==> src/hw/rtl/mmc_pkg.sv <==
// ============================================================================
// mmc_pkg: shared constants and types of the Montgomery multiplier
// Digit geometry, configuration register indexes and the link types that
// pass between neighboring cells of the digit chain.
// ============================================================================
package mmc_pkg;

    localparam int DIGITS     = 8;
    localparam int DIGIT_BITS = 4;
    localparam int DATA_W     = 32;
    localparam int NDI_W      = 4;
    localparam int CFG_IDX_W  = 8;
    localparam int VAL_W      = DIGITS * DIGIT_BITS;
    localparam int PROD_W     = 2 * DIGIT_BITS;
    localparam int SUM_W      = 2 * DIGIT_BITS + 1;
    localparam int CARRY_W    = DIGIT_BITS + 1;
    localparam int STEP_W     = $clog2(DIGITS + 1);
    localparam int ITER_W     = $clog2(DIGITS);

    typedef enum logic [CFG_IDX_W-1:0] {
        REG_MODULUS     = 0,
        REG_MOD_INV_DIG = 1
    } t_cfg_reg;

    typedef logic [DIGIT_BITS-1:0] t_digit;

    // token and carry moving up the chain
    typedef struct packed {
        logic               act;
        logic [CARRY_W-1:0] carry;
    } t_link;

    // result digit moving down the chain (shift by one digit)
    typedef struct packed {
        logic   vld;
        t_digit digit;
    } t_dig;

endpackage

==> src/hw/rtl/mmc_if.sv <==
// ============================================================================
// mmc_if: word channels of the Montgomery multiplier
// Operand channel, product channel and configuration write channel, each
// with valid, ready and payload.
// ============================================================================
interface mmc_in_if;
    import mmc_pkg::*;
    logic              valid;
    logic              ready;
    logic [DATA_W-1:0] a_value;
    logic [DATA_W-1:0] b_value;
    modport source (output valid, output a_value, output b_value, input ready);
    modport sink   (input valid, input a_value, input b_value, output ready);
endinterface

interface mmc_out_if;
    import mmc_pkg::*;
    logic              valid;
    logic              ready;
    logic [DATA_W-1:0] product;
    modport source (output valid, output product, input ready);
    modport sink   (input valid, input product, output ready);
endinterface

interface mmc_cfg_if;
    import mmc_pkg::*;
    logic                 valid;
    logic                 ready;
    logic [CFG_IDX_W-1:0] index;
    logic [DATA_W-1:0]    data;
    modport source (output valid, output index, output data, input ready);
    modport sink   (input valid, input index, input data, output ready);
endinterface

==> src/hw/rtl/montgomery_multiply_cios_top.sv <==
// ============================================================================
// montgomery_multiply_cios_top: Montgomery product a*b*R^-1 mod n (CIOS)
// Steps: a prep step, a pass of the digit chain per digit of b, and a
//   final-subtract step that registers the result word.
// Operand words are taken only while idle, one at a time; the chain carries a
//   single token that visits DIGITS cells plus the top digit per digit of b.
// Reset: control and output valid cleared; modulus = all ones, n' = 1.
// ============================================================================
module montgomery_multiply_cios_top (
    input  logic         i_clk,
    input  logic         i_rst_n,
    mmc_in_if.sink       i_in,
    mmc_out_if.source    o_out,
    mmc_cfg_if.sink      i_cfg
);
    import mmc_pkg::*;

    typedef enum logic [1:0] {
        S_IDLE,
        S_PREP,
        S_RUN,
        S_FIN
    } t_state;

    // ------------------------------------------------------------------
    // Configuration registers; writes land only while the block is idle.
    // ------------------------------------------------------------------
    logic [DATA_W-1:0] r_modulus;
    logic [NDI_W-1:0]  r_nd;

    always_ff @(posedge i_clk) begin
        if (!i_rst_n) begin
            r_modulus <= '1;
            r_nd      <= NDI_W'(1);
        end else if (i_cfg.valid && i_cfg.ready) begin
            if (i_cfg.index == REG_MODULUS) begin
                r_modulus <= i_cfg.data;
            end else if (i_cfg.index == REG_MOD_INV_DIG) begin
                r_nd <= i_cfg.data[NDI_W-1:0];
            end
        end
    end

    // ------------------------------------------------------------------
    // Control and per-item state
    // ------------------------------------------------------------------
    t_state             r_state;
    logic [STEP_W-1:0]  r_step;
    logic [ITER_W-1:0]  r_iter;
    logic [VAL_W-1:0]   r_b;       // b digits, current digit at the bottom
    t_digit             r_an;      // a[0]*n' mod 2^w
    t_digit             r_m;       // reduction digit for the current pass
    logic [CARRY_W-1:0] r_top;     // digit DIGITS of the running sum
    logic               r_out_valid;
    logic [DATA_W-1:0]  r_product;

    logic               w_accept;
    logic [VAL_W-1:0]   w_a_ext;
    logic [VAL_W-1:0]   w_b_ext;
    logic [VAL_W-1:0]   w_n_ext;
    t_digit             w_nd;
    logic [PROD_W-1:0]  w_an_prod;

    assign w_accept  = i_in.valid && i_in.ready;
    assign w_a_ext   = VAL_W'(i_in.a_value);
    assign w_b_ext   = VAL_W'(i_in.b_value);
    assign w_n_ext   = VAL_W'(r_modulus);
    assign w_nd      = DIGIT_BITS'(r_nd);
    assign w_an_prod = PROD_W'(w_a_ext[DIGIT_BITS-1:0]) * PROD_W'(w_nd);

    // a pending register word goes first, so an operand word never starts
    // in the same cycle as a register write
    assign i_cfg.ready   = (r_state == S_IDLE);
    assign i_in.ready    = (r_state == S_IDLE) && !i_cfg.valid;
    assign o_out.valid   = r_out_valid;
    assign o_out.product = r_product;

    // m = (t0 + a0*b_i)*n' mod 2^w, with a0*n' taken from a register so
    // that no multiply feeds another in the same cycle
    function automatic t_digit calc_m(t_digit t0, t_digit nd, t_digit an, t_digit bd);
        logic [PROD_W-1:0] p_t;
        logic [PROD_W-1:0] p_b;
        p_t = PROD_W'(t0) * PROD_W'(nd);
        p_b = PROD_W'(an) * PROD_W'(bd);
        return DIGIT_BITS'(p_t + p_b);
    endfunction

    // ------------------------------------------------------------------
    // Digit chain: link[j] drives cell j, link[DIGITS] feeds the top digit.
    // dig[j] is the digit handed down into cell j-1's sum register.
    // ------------------------------------------------------------------
    t_link              w_link [0:DIGITS];
    t_dig               w_dig  [1:DIGITS];
    t_digit             w_t    [0:DIGITS-1];
    logic [DIGITS:0]    w_act;
    logic [VAL_W-1:0]   w_t_flat;
    logic [CARRY_W:0]   w_top_sum;

    // start the token at cell 0 on the first step of each pass
    assign w_link[0].act   = (r_state == S_RUN) && (r_step == '0);
    assign w_link[0].carry = '0;

    // top digit: fold the last carry into digit DIGITS, hand low part down
    assign w_top_sum        = (CARRY_W + 1)'(r_top) + (CARRY_W + 1)'(w_link[DIGITS].carry);
    assign w_dig[DIGITS].vld   = w_link[DIGITS].act;
    assign w_dig[DIGITS].digit = w_top_sum[DIGIT_BITS-1:0];

    for (genvar j = 0; j < DIGITS; j++) begin : g_cell
        if (j == 0) begin : g_low
            mmc_cell u_cell (
                .i_clk   (i_clk),
                .i_rst_n (i_rst_n),
                .i_load  (w_accept),
                .i_a     (w_a_ext[j*DIGIT_BITS +: DIGIT_BITS]),
                .i_n     (w_n_ext[j*DIGIT_BITS +: DIGIT_BITS]),
                .i_b     (r_b[DIGIT_BITS-1:0]),
                .i_m     (r_m),
                .i_link  (w_link[j]),
                .o_link  (w_link[j+1]),
                .i_dig   (w_dig[j+1]),
                .o_dig   (),
                .o_t     (w_t[j])
            );
        end else begin : g_mid
            mmc_cell u_cell (
                .i_clk   (i_clk),
                .i_rst_n (i_rst_n),
                .i_load  (w_accept),
                .i_a     (w_a_ext[j*DIGIT_BITS +: DIGIT_BITS]),
                .i_n     (w_n_ext[j*DIGIT_BITS +: DIGIT_BITS]),
                .i_b     (r_b[DIGIT_BITS-1:0]),
                .i_m     (r_m),
                .i_link  (w_link[j]),
                .o_link  (w_link[j+1]),
                .i_dig   (w_dig[j+1]),
                .o_dig   (w_dig[j]),
                .o_t     (w_t[j])
            );
        end
        assign w_t_flat[j*DIGIT_BITS +: DIGIT_BITS] = w_t[j];
    end

    for (genvar k = 0; k <= DIGITS; k++) begin : g_act
        assign w_act[k] = w_link[k].act;
    end

    // ------------------------------------------------------------------
    // Final conditional subtraction: t >= n gives t - n
    // ------------------------------------------------------------------
    localparam int FULL_W = VAL_W + CARRY_W;

    logic [FULL_W-1:0] w_tval;
    logic [FULL_W-1:0] w_nval;
    logic [FULL_W-1:0] w_diff;
    logic [FULL_W-1:0] w_res;

    assign w_tval = {r_top, w_t_flat};
    assign w_nval = FULL_W'(w_n_ext);
    assign w_diff = w_tval - w_nval;
    assign w_res  = (w_tval >= w_nval) ? w_diff : w_tval;

    // ------------------------------------------------------------------
    // Sequencer: one pass per digit of b, DIGITS+1 steps per pass
    // ------------------------------------------------------------------
    always_ff @(posedge i_clk) begin
        if (!i_rst_n) begin
            r_state     <= S_IDLE;
            r_step      <= '0;
            r_iter      <= '0;
            r_out_valid <= 1'b0;
        end else begin
            // raise the result word when a product lands, drop it once taken
            if (r_state == S_FIN && (!r_out_valid || o_out.ready)) begin
                r_out_valid <= 1'b1;
            end else if (o_out.ready) begin
                r_out_valid <= 1'b0;
            end
            unique case (r_state)
                S_IDLE: begin
                    if (w_accept) begin
                        r_state <= S_PREP;
                    end
                end
                S_PREP: begin
                    r_step  <= '0;
                    r_iter  <= '0;
                    r_state <= S_RUN;
                end
                S_RUN: begin
                    if (r_step == STEP_W'(DIGITS)) begin
                        r_step <= '0;
                        if (r_iter == ITER_W'(DIGITS - 1)) begin
                            r_state <= S_FIN;
                        end else begin
                            r_iter <= r_iter + ITER_W'(1);
                        end
                    end else begin
                        r_step <= r_step + STEP_W'(1);
                    end
                end
                S_FIN: begin
                    // hold until the output register is free
                    if (!r_out_valid || o_out.ready) begin
                        r_state <= S_IDLE;
                    end
                end
                default: begin
                    r_state <= S_IDLE;
                end
            endcase
        end
    end

    // datapath registers of the sequencer
    always_ff @(posedge i_clk) begin
        if (w_accept) begin
            r_b   <= w_b_ext;
            r_an  <= DIGIT_BITS'(w_an_prod);
            r_top <= '0;
        end else begin
            if (w_link[DIGITS].act) begin
                r_top <= CARRY_W'(w_top_sum >> DIGIT_BITS);
            end
            if (r_state == S_PREP) begin
                r_m <= calc_m(w_t[0], w_nd, r_an, r_b[DIGIT_BITS-1:0]);
            end else if (r_state == S_RUN && r_step == STEP_W'(DIGITS)) begin
                // t0 of the next pass has been stable since step 2; advance b
                r_m <= calc_m(w_t[0], w_nd, r_an, r_b[2*DIGIT_BITS-1:DIGIT_BITS]);
                r_b <= r_b >> DIGIT_BITS;
            end
        end
        if (r_state == S_FIN && (!r_out_valid || o_out.ready)) begin
            r_product <= DATA_W'(w_res);
        end
    end

    // ------------------------------------------------------------------
    // Assertions
    // ------------------------------------------------------------------
    a_single_token: assert property (@(posedge i_clk) disable iff (!i_rst_n)
        $onehot0(w_act))
        else $error("more than one cell active in the chain");

    a_token_at_top: assert property (@(posedge i_clk) disable iff (!i_rst_n)
        (r_state == S_RUN && r_step == STEP_W'(DIGITS)) |-> w_link[DIGITS].act)
        else $error("token did not reach the top digit on the last step");

    a_accept_to_prep: assert property (@(posedge i_clk) disable iff (!i_rst_n)
        w_accept |=> (r_state == S_PREP))
        else $error("accepted word did not start a computation");

    a_result_from_fin: assert property (@(posedge i_clk) disable iff (!i_rst_n)
        $rose(r_out_valid) |-> ($past(r_state) == S_FIN))
        else $error("result word raised outside the final step");

endmodule

==> src/hw/rtl/mmc_cell.sv <==
// ============================================================================
// mmc_cell: one digit cell of the CIOS chain
// Holds one digit of a, n and the running sum t. When the token arrives it
// adds a*b_i + m*n_j and the incoming carry, passes the carry up and the
// low digit down to its lower neighbor.
// ============================================================================
module mmc_cell (
    input  logic           i_clk,
    input  logic           i_rst_n,
    input  logic           i_load,
    input  mmc_pkg::t_digit i_a,
    input  mmc_pkg::t_digit i_n,
    input  mmc_pkg::t_digit i_b,
    input  mmc_pkg::t_digit i_m,
    input  mmc_pkg::t_link  i_link,
    output mmc_pkg::t_link  o_link,
    input  mmc_pkg::t_dig   i_dig,
    output mmc_pkg::t_dig   o_dig,
    output mmc_pkg::t_digit o_t
);
    import mmc_pkg::*;

    t_digit             r_a;
    t_digit             r_n;
    t_digit             r_t;
    t_link              r_link;
    logic [PROD_W-1:0]  w_ab;
    logic [PROD_W-1:0]  w_mn;
    logic [SUM_W-1:0]   w_sum;

    assign w_ab  = PROD_W'(r_a) * PROD_W'(i_b);
    assign w_mn  = PROD_W'(i_m) * PROD_W'(r_n);
    assign w_sum = SUM_W'(r_t) + SUM_W'(w_ab) + SUM_W'(w_mn) + SUM_W'(i_link.carry);

    assign o_dig.vld   = i_link.act;
    assign o_dig.digit = w_sum[DIGIT_BITS-1:0];
    assign o_link      = r_link;
    assign o_t         = r_t;

    always_ff @(posedge i_clk) begin
        if (!i_rst_n) begin
            r_link <= '0;
        end else if (i_load) begin
            r_link <= '0;
        end else begin
            r_link.act   <= i_link.act;
            r_link.carry <= w_sum[SUM_W-1:DIGIT_BITS];
        end
    end

    // digit payload: load operands, clear sum, take shifted digit
    always_ff @(posedge i_clk) begin
        if (i_load) begin
            r_a <= i_a;
            r_n <= i_n;
            r_t <= '0;
        end else if (i_dig.vld) begin
            r_t <= i_dig.digit;
        end
    end

endmodule

==> src/flat_wrapper.sv <==
// flat-port wrapper written by rule: the top's interface ports become plain ports
module montgomery_multiply_cios_top_flat import mmc_pkg::*;
  (i_clk, i_rst_n, i_in_valid, i_in_a_value, i_in_b_value, i_in_ready, o_out_valid, o_out_product, o_out_ready, i_cfg_valid, i_cfg_index, i_cfg_data, i_cfg_ready);
  mmc_in_if i_in_i ();
  mmc_out_if o_out_i ();
  mmc_cfg_if i_cfg_i ();
  input  logic i_clk;
  input  logic i_rst_n;
  input wire logic [$bits(i_in_i.valid)-1:0] i_in_valid;
  input wire logic [$bits(i_in_i.a_value)-1:0] i_in_a_value;
  input wire logic [$bits(i_in_i.b_value)-1:0] i_in_b_value;
  output wire logic [$bits(i_in_i.ready)-1:0] i_in_ready;
  output wire logic [$bits(o_out_i.valid)-1:0] o_out_valid;
  output wire logic [$bits(o_out_i.product)-1:0] o_out_product;
  input wire logic [$bits(o_out_i.ready)-1:0] o_out_ready;
  input wire logic [$bits(i_cfg_i.valid)-1:0] i_cfg_valid;
  input wire logic [$bits(i_cfg_i.index)-1:0] i_cfg_index;
  input wire logic [$bits(i_cfg_i.data)-1:0] i_cfg_data;
  output wire logic [$bits(i_cfg_i.ready)-1:0] i_cfg_ready;
  assign i_in_i.valid = i_in_valid;
  assign i_in_i.a_value = i_in_a_value;
  assign i_in_i.b_value = i_in_b_value;
  assign i_in_ready = i_in_i.ready;
  assign o_out_valid = o_out_i.valid;
  assign o_out_product = o_out_i.product;
  assign o_out_i.ready = o_out_ready;
  assign i_cfg_i.valid = i_cfg_valid;
  assign i_cfg_i.index = i_cfg_index;
  assign i_cfg_i.data = i_cfg_data;
  assign i_cfg_ready = i_cfg_i.ready;
  montgomery_multiply_cios_top u_core (.i_clk(i_clk), .i_rst_n(i_rst_n), .i_in(i_in_i), .o_out(o_out_i), .i_cfg(i_cfg_i));
endmodule
==> config.mk <==
export PLATFORM = sky130hd
export DESIGN_NAME = montgomery_multiply_cios_top_flat
export DESIGN_NICKNAME = d
export VERILOG_FILES = /design/src/hw/rtl/mmc_pkg.sv /design/src/hw/rtl/mmc_if.sv /design/src/hw/rtl/montgomery_multiply_cios_top.sv /design/src/hw/rtl/mmc_cell.sv /design/src/flat_wrapper.sv
export SDC_FILE = /design/constraint.sdc
export NUM_CORES = 1
export LEC_CHECK = 0
export BUFFER_PORTS_ARGS = -buffer_cell sky130_fd_sc_hd__buf_2
export CAP_MARGIN = 5
export CORE_MARGIN = 2
export CORE_UTILIZATION = 50
export DETAILED_ROUTE_END_ITERATION = 8
export PLACE_DENSITY_LB_ADDON = 0.15
export SETUP_SLACK_MARGIN = 0.15
export SLEW_MARGIN = 20
export SYNTH_ARGS = -nofsm -noshare
export SYNTH_HDL_FRONTEND = slang
export SYNTH_SLANG_ARGS = --single-unit
==> constraint.sdc <==
create_clock -name i_clk -period 11.4 [get_ports i_clk]
set_input_delay 0.57 -clock i_clk [delete_from_list [all_inputs] [get_ports i_clk]]
set_output_delay 0.57 -clock i_clk [all_outputs]
set_load 0.01 [all_outputs]
### Word-level counts from Yosys, hierarchy flattened

Cells that the tools add are included.
Widths: inputs -> output; s select.

| word-level totals | value |
|---|---|
| register bits after elaboration | 264 |
| output and inout port bits | 35 |
| word-level logic and storage cells | 157 |

| operators by class | value |
|---|---|
| add/sub/neg operators | 29 |
| $mul | 20 |
| $lt $le $gt $ge | 1 |
| eq/ne operators | 12 |
| muxes and demuxes | 18 |
| bitwise logic cells | 3 |
| reduce and logical (&&, ||, !) cells | 23 |

Operators with widths:

| operator | number |
|---|---|
| $mul 4x4->8 | 16 |
| $mux 32 | 4 |
| $add 4x8->9 | 8 |
| $add 9x8->9 | 8 |
| $add 9x5->9 | 7 |
| $ge 34x32->1 | 1 |
| $sub 32x32->32 | 1 |
| $mul 4x4->4 | 4 |
| $mux 4 | 3 |
| $ne 2x2->1 const B | 6 |
| $add 4x4->4 | 2 |
| $eq 8x1->1 const B | 1 |
| $logic_not 8->1 | 1 |
| $mux 2 | 4 |
| $pmux 2 s4 | 1 |
| $pmux 4 s2 | 1 |
| $reduce_bool 2->1 | 4 |
| $add 2x5->6 | 1 |
| $logic_and 1x1->1 | 6 |
| $mux 3 | 2 |
| $pmux 3 s2 | 1 |
| $reduce_and 2->1 | 3 |
| $reduce_and 3->1 | 2 |
| $add 4x1->4 const B | 1 |
| 13 further kinds | 18 |

### Depth between registers and ports, before layout

Gate-level depths: netlist of the first run.

| logic depth | value |
|---|---|
| depth in word-level cells | 5 |
| mapped depth | 20 |
| gate-level depth less buffers | 19 |

### Hierarchy

Synthesis of the first run repeated with hierarchy kept, for this count alone.

| unflattened totals | value |
|---|---|
| cells, all modules | 2,390 |
| area, all modules | 23,308.6 sq um |

Modules (own cells, without submodules):

| module | times used | cells an instance | area an instance (sq um) | seq. area each (sq um) |
|---|---|---|---|---|
| montgomery_multiply_cios_top | 1 | 858 | 7,790.0 | 3,123.0 |
| mmc_cell (u_core.g_cell[0].g_low.u_cell ...) | 4 | 192 | 1,944.4 | 440.4 |
| mmc_cell (u_core.g_cell[4].g_mid.u_cell ...) | 2 | 192 | 1,939.4 | 440.4 |
| mmc_cell (u_core.g_cell[5].g_mid.u_cell) | 1 | 190 | 1,931.9 | 440.4 |
| mmc_cell (u_core.g_cell[2].g_mid.u_cell) | 1 | 190 | 1,930.6 | 440.4 |

### Worst setup path after synthesis of the first run

No wires, ideal clock.

| timing path | value |
|---|---|
| kind | reg-to-reg |
| start point | register u_core.r_b[0] |
| end point | register u_core.g_cell[2].g_mid.u_cell.r_link (netlist bit u_core.g_cell[2].g_mid.u_cell.o_link[4]) |
| library setup time | 0.128 ns |
| arrival time | 4.679 ns |
| data required time | 11.272 ns |
| slack | 6.593 ns |
| cell stages (with the launch flop) | 20 |
| period minus slack after synthesis | 4.807 ns |
| cell sequence | edfxtp_1 clkbuf_1 and2_1 fa_1 inv_1 fa_1 inv_1 fa_1 inv_1 fa_1 fa_1 inv_1 ha_1 a21oi_1 o21bai_1 a21oi_1 o21bai_1 a21oi_1 xnor2_1 nor2_1 |

| between the ends | value |
|---|---|
| word-level cells in the longest chain between the ends | 4 |

RTL lines:

| element | line | text |
|---|---|---|
| start, declared | montgomery_multiply_cios_top.sv:50 | `logic [VAL_W-1:0] r_b;` |
| start signal, assigned | montgomery_multiply_cios_top.sv:217 | `r_b <= w_b_ext;` |
| start signal, assigned | montgomery_multiply_cios_top.sv:229 | `r_b <= r_b >> DIGIT_BITS;` |
| $mul 4x4->8 | mmc_cell.sv:31 | `assign w_ab = PROD_W'(r_a) * PROD_W'(i_b);` |
| $add 4x8->9 | mmc_cell.sv:33 | `assign w_sum = SUM_W'(r_t) + SUM_W'(w_ab) + SUM_W'(w_mn) + SUM_W'(i_link.carry);` |
| $add 9x8->9 | mmc_cell.sv:33 |  |
| $add 9x5->9 | mmc_cell.sv:33 |  |
| end, declared | mmc_cell.sv:26 | `t_link r_link;` |

Every way passes these cells.
A chain may end at the register's enable or synchronous reset.

### Worst setup path in the final report of the first run

| timing path | value |
|---|---|
| start point | register u_core.r_m[0] |
| end point | register u_core.g_cell[5].g_mid.u_cell.r_link (netlist bit u_core.g_cell[5].g_mid.u_cell.o_link[4]) |

| between the ends | value |
|---|---|
| word-level cells in the longest chain between the ends | 3 |

RTL lines:

| element | line | text |
|---|---|---|
| start, declared | montgomery_multiply_cios_top.sv:52 | `t_digit r_m;` |
| start signal, assigned | montgomery_multiply_cios_top.sv:225 | `r_m <= calc_m(w_t[0], w_nd, r_an, r_b[DIGIT_BITS-1:0]);` |
| start signal, assigned | montgomery_multiply_cios_top.sv:228 | `r_m <= calc_m(w_t[0], w_nd, r_an, r_b[2*DIGIT_BITS-1:DIGIT_BITS]);` |
| $mul 4x4->8 | mmc_cell.sv:32 | `assign w_mn = PROD_W'(i_m) * PROD_W'(r_n);` |
| $add 9x8->9 | mmc_cell.sv:33 |  |
| $add 9x5->9 | mmc_cell.sv:33 |  |
| end, declared | mmc_cell.sv:26 |  |

Every way passes these cells.

==> reports/metrics.cfg, run 1 <==
[status]
outcome = completed

[sta]
final_hold_viol_count = 0
setup_tns_ns = 0
maxSlewViolCount = 0
max_freq_mhz = 181
tightest_slew_ns = 0.913
rsz0062_at_grt = no
setup_viol = 0
fin_skew_ns = 0.0103
slew_headroom_pct = 39.1
post-route-period-util_pct = 48.4
period_minus_slack_ns = 5.52

[clock_network]
root_buffer = clkbuf_16
clk_latency_ns = 0.59
ctsHoldBuffers = 0
cts_tree = yes
clock_path_buffers = 3
cts.sinks = 264
htree_levels = 1
cts_buffers = 31
cts_resized = 0
path_clk_slew_ns = 0.07
post_cts_buffers = 0

[synth]
synth_compound_area_share_pct = 7.15
synth_top_area_share_pct = 19.2
synth_edf_count = 136
synthesis.nets = 2791
muxShareOfSynthArea_pct = 1.79
seq_area_frac_synth_pct = 30.5
yosys.area_share.simple_pct = 14.4
synthAdderAreaFrac_pct = 34.7
yosys.cell_count.top_type = inv_1
syn_area_um2 = 21800
synth_area_leaders = fa_1, edfxtp_1, ha_1
synth_ff_type = edfxtp_1
synth_common_cells = inv_1, nand2_1, ha_1, fa_1, and2_1
synth_top_cell_by_area = fa_1
synth_cell_types = 57
synth_warnings = 0
synth-seq-cells = 264
syn_inst = 2203
synthXorXnorAreaFrac_pct = 4.02
avgSynthCellArea_um2 = 9.88
synth_top_family_by_area = adder cells
synthArstFlopShare_pct = 0

[drt]
first_pass_iters = 5
drc = 0
via_per_inst = 5.17
wl_per_cell_um = 17.3
wirelength_um = 50900
vias = 15200
ant_nets = 0
drt_iter0_markers = 743

[floorplanning]
dieArea_um2 = 45200
start_util_pct = 50.6
die_h_um = 213
num_rows = 76
core_region_area_um2 = 43000
dieWidth_um = 213
top_level_ports = 144

[critical_path]
cp_max_fo = 19
worstSetupPathType = flip-flop to flip-flop
regToRegSetupSlack_ns = 5.88
end_kind = flip-flop
required_ns = 11.84
cp-start-kind = flip-flop
cp.arrival_ns = 5.96

[layout]
layout.nets = 2914
syn_to_final_growth_pct = 11.0
drive_gt1_share_pct = 9.74
fillerInstances = 3885
utilization_pct = 56.2

[placed_design]
place_hpwl_um = 38600
place.gp.congestion = 0.866
placement.io_buffers = 143

[global_route]
track_usage_pct = 23.7
antenna_found_initial = 0
grt-ovfl-total = 0
grt_max_degree = 73
grt_pass1_vias = 16200
grt_pass1_wl_um = 83400

[flow_run]
maxCapViolCount = 0

[worst_hold_path]
hold_class = primary input to flip-flop

cell families after synthesis:
logic type	Yosys count
mux	37
xor+xnor	100
buf+inv	419
compound gates	245
simple gates	659
flops	264
fa+ha+maj	479
worst paths after layout:
kind	from	end	depth (start not counted)
hold / removal	i_in_a_value[6]	u_core.g_cell[1].g_mid.u_cell.r_a[2]	1
hold reg to reg	u_core.r_modulus[6]	u_core.g_cell[1].g_mid.u_cell.r_n[2]	0
setup reg to reg	u_core.r_m[0]	u_core.g_cell[5].g_mid.u_cell.o_link[4]	18
setup / recovery	u_core.r_m[0]	u_core.g_cell[5].g_mid.u_cell.o_link[4]	18
through the flow:
step | std cells | cell area [um^2] | setup WS [ns] | hold slack, ns
after floorplan | 2203 | 21800 | 6.59 | 0.399
after global placement | 2878 | 23100 | 6.00 | 0.410
after detailed placement | 2878 | 23100 | 5.89 | 0.416
after CTS | 2936 | 24200 | 5.87 | 0.118
after global routing | 2936 | 24200 | 5.60 | 0.123
final | 2937 | 24200 | 5.88 | 0.148
placed cells by master (no fill, tap or decap), types with 74 or more instances in the layout:
master	instances
a21oi_1	90
and2_1	188
buf_2	143
dfxtp_1	128
edfxtp_1	136
fa_1	209
ha_1	270
inv_1	348
nand2_1	272
nor2_1	125
xnor2_1	74
state kept, by name, indices dropped and copies added (netlist names), 6 cells and up:
register,count
u_core.g_cell.g_low.u_cell.o_link,6
u_core.g_cell.g_mid.u_cell.o_link,42
u_core.g_cell.g_mid.u_cell.o_t,28
u_core.g_cell.g_mid.u_cell.r_a,28
u_core.g_cell.g_mid.u_cell.r_n,28
u_core.o_out.product,32
u_core.r_b,32
u_core.r_modulus,32
final cells by class:
type,instances,area [um^2],area share (%)
clock inverters,18,236,0.979
flip-flops and latches,264,6650,27.5
well taps,585,732,3.03
diodes,1,2.50,0.0104
clock buffers,40,860,3.56
repair buffers,159,836,3.46
inverters,350,1320,5.45
multi-input cells,1520,13500,56.0
worst max-delay path, stage by stage, from the launching register on:
cell and delay [ns]:
edfxtp_1 0.86, buf_4 0.37, nand2_1 0.11, fa_1 0.48
fa_1 0.49, inv_1 0.06, fa_1 0.53, inv_1 0.06
fa_1 0.51, fa_1 0.51, inv_1 0.04, ha_1 0.32
a21oi_1 0.24, o21bai_1 0.09, a21oi_1 0.23, o21bai_1 0.09
a21oi_1 0.17, xnor2_1 0.14, nor2_1 0.06
metal layers:
| metal | track usage, % | wire (um) |
|---|---|---|
| met5 | 0 | 0 |
| met3 | 2.79 | 2060 |
| met2 | 41.4 | 24600 |
| met1 | 31.5 | 23100 |
| met4 | 6.05 | 1250 |
Power of run 1 is not shown: default switching activity piles up to over one toggle a cycle in this logic, so the estimate is an artifact.
==> run 2: changes to the inputs <==
--- a/config.mk
+++ b/config.mk
@@ -5,6 +5,7 @@
 export SDC_FILE = /design/constraint.sdc
 export NUM_CORES = 1
 export LEC_CHECK = 0
+export ABC_AREA = 1
 export BUFFER_PORTS_ARGS = -buffer_cell sky130_fd_sc_hd__buf_2
 export CAP_MARGIN = 5
 export CORE_MARGIN = 2
==> constraint.sdc (replaced) <==
create_clock -name i_clk -period 5.4 [get_ports i_clk]
set_input_delay 0.27 -clock i_clk [delete_from_list [all_inputs] [get_ports i_clk]]
set_output_delay 0.27 -clock i_clk [all_outputs]
set_load 0.01 [all_outputs]
==> run 2 against run 1 <==
  * The flow now finishes with violations (design-rule violations)
  * Via count increased by 29%
  * Critical path type unchanged
  * Setup slack got worse by 5.5 ns
  * Final area increased by 13%
  * Core utilization increased by 2.3 points
  * Register-to-register slack worse by 5.5 ns
  * Routed wire length is 27% higher
  * Non-clock buffer count increased by 92
  * Critical path depth down 1
  * Synthesized area up 8.8%
  * Die area up 8.7%
  * Global-route usage increased by 3.1 points
  * Sequential cell count is the same
  * Largest cell class unchanged
==> reports/metrics.cfg, run 2 <==
[global_route]
grt-ovfl-total = 0
grt_pass1_wl_um = 104000
track_usage_pct = 26.9
antenna_found_initial = 0
grt_pass1_vias = 19900
grt_max_degree = 72

[critical_path]
cp-start-kind = flip-flop
cp_max_fo = 34
required_ns = 5.88
regToRegSetupSlack_ns = 0.43
r2r_cells = 17
end_kind = flip-flop
cp.arrival_ns = 5.46
rr_startpoint = u_core.r_b[3]
worstSetupPathType = flip-flop to flip-flop
reg2reg_to = u_core.g_cell[6].g_mid.u_cell.o_link[4]

[synth]
synth-seq-cells = 264
syn_inst = 2994
synth_ff_type = edfxtp_1
synth_cell_types = 40
syn_area_um2 = 23700
synth_common_cells = nand2_1, inv_1, ha_1, fa_1, edfxtp_1
synth_top_area_share_pct = 17.7
seq_area_frac_synth_pct = 28.0
synth_top_cell_by_area = fa_1
synthArstFlopShare_pct = 0
synth_area_leaders = fa_1, edfxtp_1, nand2_1
avgSynthCellArea_um2 = 7.91
synth_warnings = 0
synthesis.nets = 3582
synth_edf_count = 136
yosys.cell_count.top_type = nand2_1

[floorplanning]
dieWidth_um = 222
start_util_pct = 50.8
dieArea_um2 = 49100
top_level_ports = 144
core_region_area_um2 = 46700
num_rows = 79
die_h_um = 222

[drt]
wl_met3_um = 4370
ant_nets = 0
via_per_inst = 5.10
first_pass_iters = 9
vias = 19600
wl_per_cell_um = 16.8
top_layer = met4
drt_iter0_markers = 1408
drc = 4
met2_length_um = 28700
wirelength_um = 64500
met1_length_um = 29900

[layout]
final_cell_mix = nand2_1, inv_1, ha_1, fa_1, buf_2
mostFrequentLayoutCell = nand2_1
layout.nets = 3800
drive_gt1_share_pct = 8.37
syn_to_final_growth_pct = 15.2
largest_reg_flops = 42

[clock_network]
cts.sinks = 264
cts_resized = 0
root_buffer = clkbuf_16
clock_path_buffers = 3
htree_levels = 2
path_clk_slew_ns = 0.06
clk_latency_ns = 0.56
cts_tree = yes
cts_buffers = 35

[worst_hold_path]
holdPathEnd = u_core.o_out.valid
hold_class = primary input to flip-flop
hp-start = o_out_ready
min_path_cells = 4

[status]
violations = design-rule violations
outcome = complete, but fails checks

[sta]
setup_tns_ns = 0
tightest_slew_ns = 1.01
period_minus_slack_ns = 4.97
max_freq_mhz = 201
maxSlewViolCount = 0
fin_skew_ns = 0.0209
post-route-period-util_pct = 92.1
setup_viol = 0
final_hold_viol_count = 0
slew_headroom_pct = 32.9
rsz0062_at_grt = no

[placed_design]
placement.io_buffers = 143
place_hpwl_um = 49100
place.gp.congestion = 0.923

[flow_run]
maxCapViolCount = 0

-- run 2: cell families (layout without fill, tap and decap cells) --
logic type | Yosys count | in the layout | synth area share, %
AOI/OAI and AO/OA | 204 | 204 | 4.70
xor gates and xnor gates | 40 | 40 | 1.48
adders and majority gates | 479 | 479 | 31.9
buffers and inverters | 798 | 1043 | 12.8
DFF | 264 | 264 | 28.0
other | 0 | 1 | 0
and+or+nand+nor | 1209 | 1209 | 21.1
-- run 2: worst max-delay path, cell delays in order, from the launching register on --
cell,delay (ns)
edfxtp_1,0.37
buf_12,0.21
nand2_1,0.12
fa_1,0.52
fa_1,0.56
inv_1,0.06
fa_1,0.53
inv_1,0.06
fa_1,0.51
fa_1,0.52
inv_1,0.04
ha_1,0.36
a21oi_1,0.23
nand2_1,0.14
nand4_1,0.10
o211ai_1,0.11
or2_2,0.29
a21oi_1,0.11
-- run 2: metrics by stage --
stage | hold WS, ns | std cells | area (um^2) | util, % | setup slack, ns
6_report | 0.0457 | 3847 | 27300 | 58.5 | 0.425
3_3_place_gp | 0.447 | 3695 | 25200 | 53.9 | 0.275
4_1_cts | 0.0136 | 3844 | 27200 | 58.4 | 0.421
2_1_floorplan | 0.369 | 2994 | 23700 | - | 0.577
3_5_place_dp | 0.447 | 3695 | 25200 | 53.9 | 0.138
5_1_grt | 0.0529 | 3846 | 27300 | 58.5 | 0.170
-- run 2: worst max path at each step --
stage	startpoint	end	slack, ns	depth (start not counted)
finish	u_core.r_b[3]	u_core.g_cell[6].g_mid.u_cell.o_link[4]	0.43	17
global placement	u_core.r_b[0]	u_core.g_cell[7].g_mid.u_cell.o_link[4]	0.27	19
detailed placement	u_core.r_b[0]	u_core.g_cell[7].g_mid.u_cell.o_link[4]	0.14	19
floorplan	u_core.r_b[3]	u_core.g_cell[5].g_mid.u_cell.o_link[3]	0.58	19
global route	u_core.r_b[3]	u_core.g_cell[5].g_mid.u_cell.o_link[3]	0.17	18
CTS	u_core.r_b[3]	u_core.g_cell[5].g_mid.u_cell.o_link[3]	0.42	18
-- run 2: cell type report --
class                           instances  area [um^2]
Antenna cell                            1         2.50
Clock buffer                           44         1000
Clock inverter                         20          239
Fill cell                            4276        19400
Inverter                              728         2740
Multi-Input combinational cell       1932        14100
Sequential cell                       264         6650
Tap cell                              607          759
Timing Repair Buffer                  251         1860
-- run 2: timing repair --
item,in CTS,in global routing
endpoints found under the hold margin,82,0
endpoints found under the setup margin,1,0
setup buffers,4,0
hold buffers,81,0
-- run 2: metal layers --
metal	vias to the layer above	GRT usage, %
li1	9605	-
met1	9350	37.5
met2	562	42.9
met3	99	4.74
met4	0	7.87
met5	-	0
Power of run 2 is left out for the same reason.
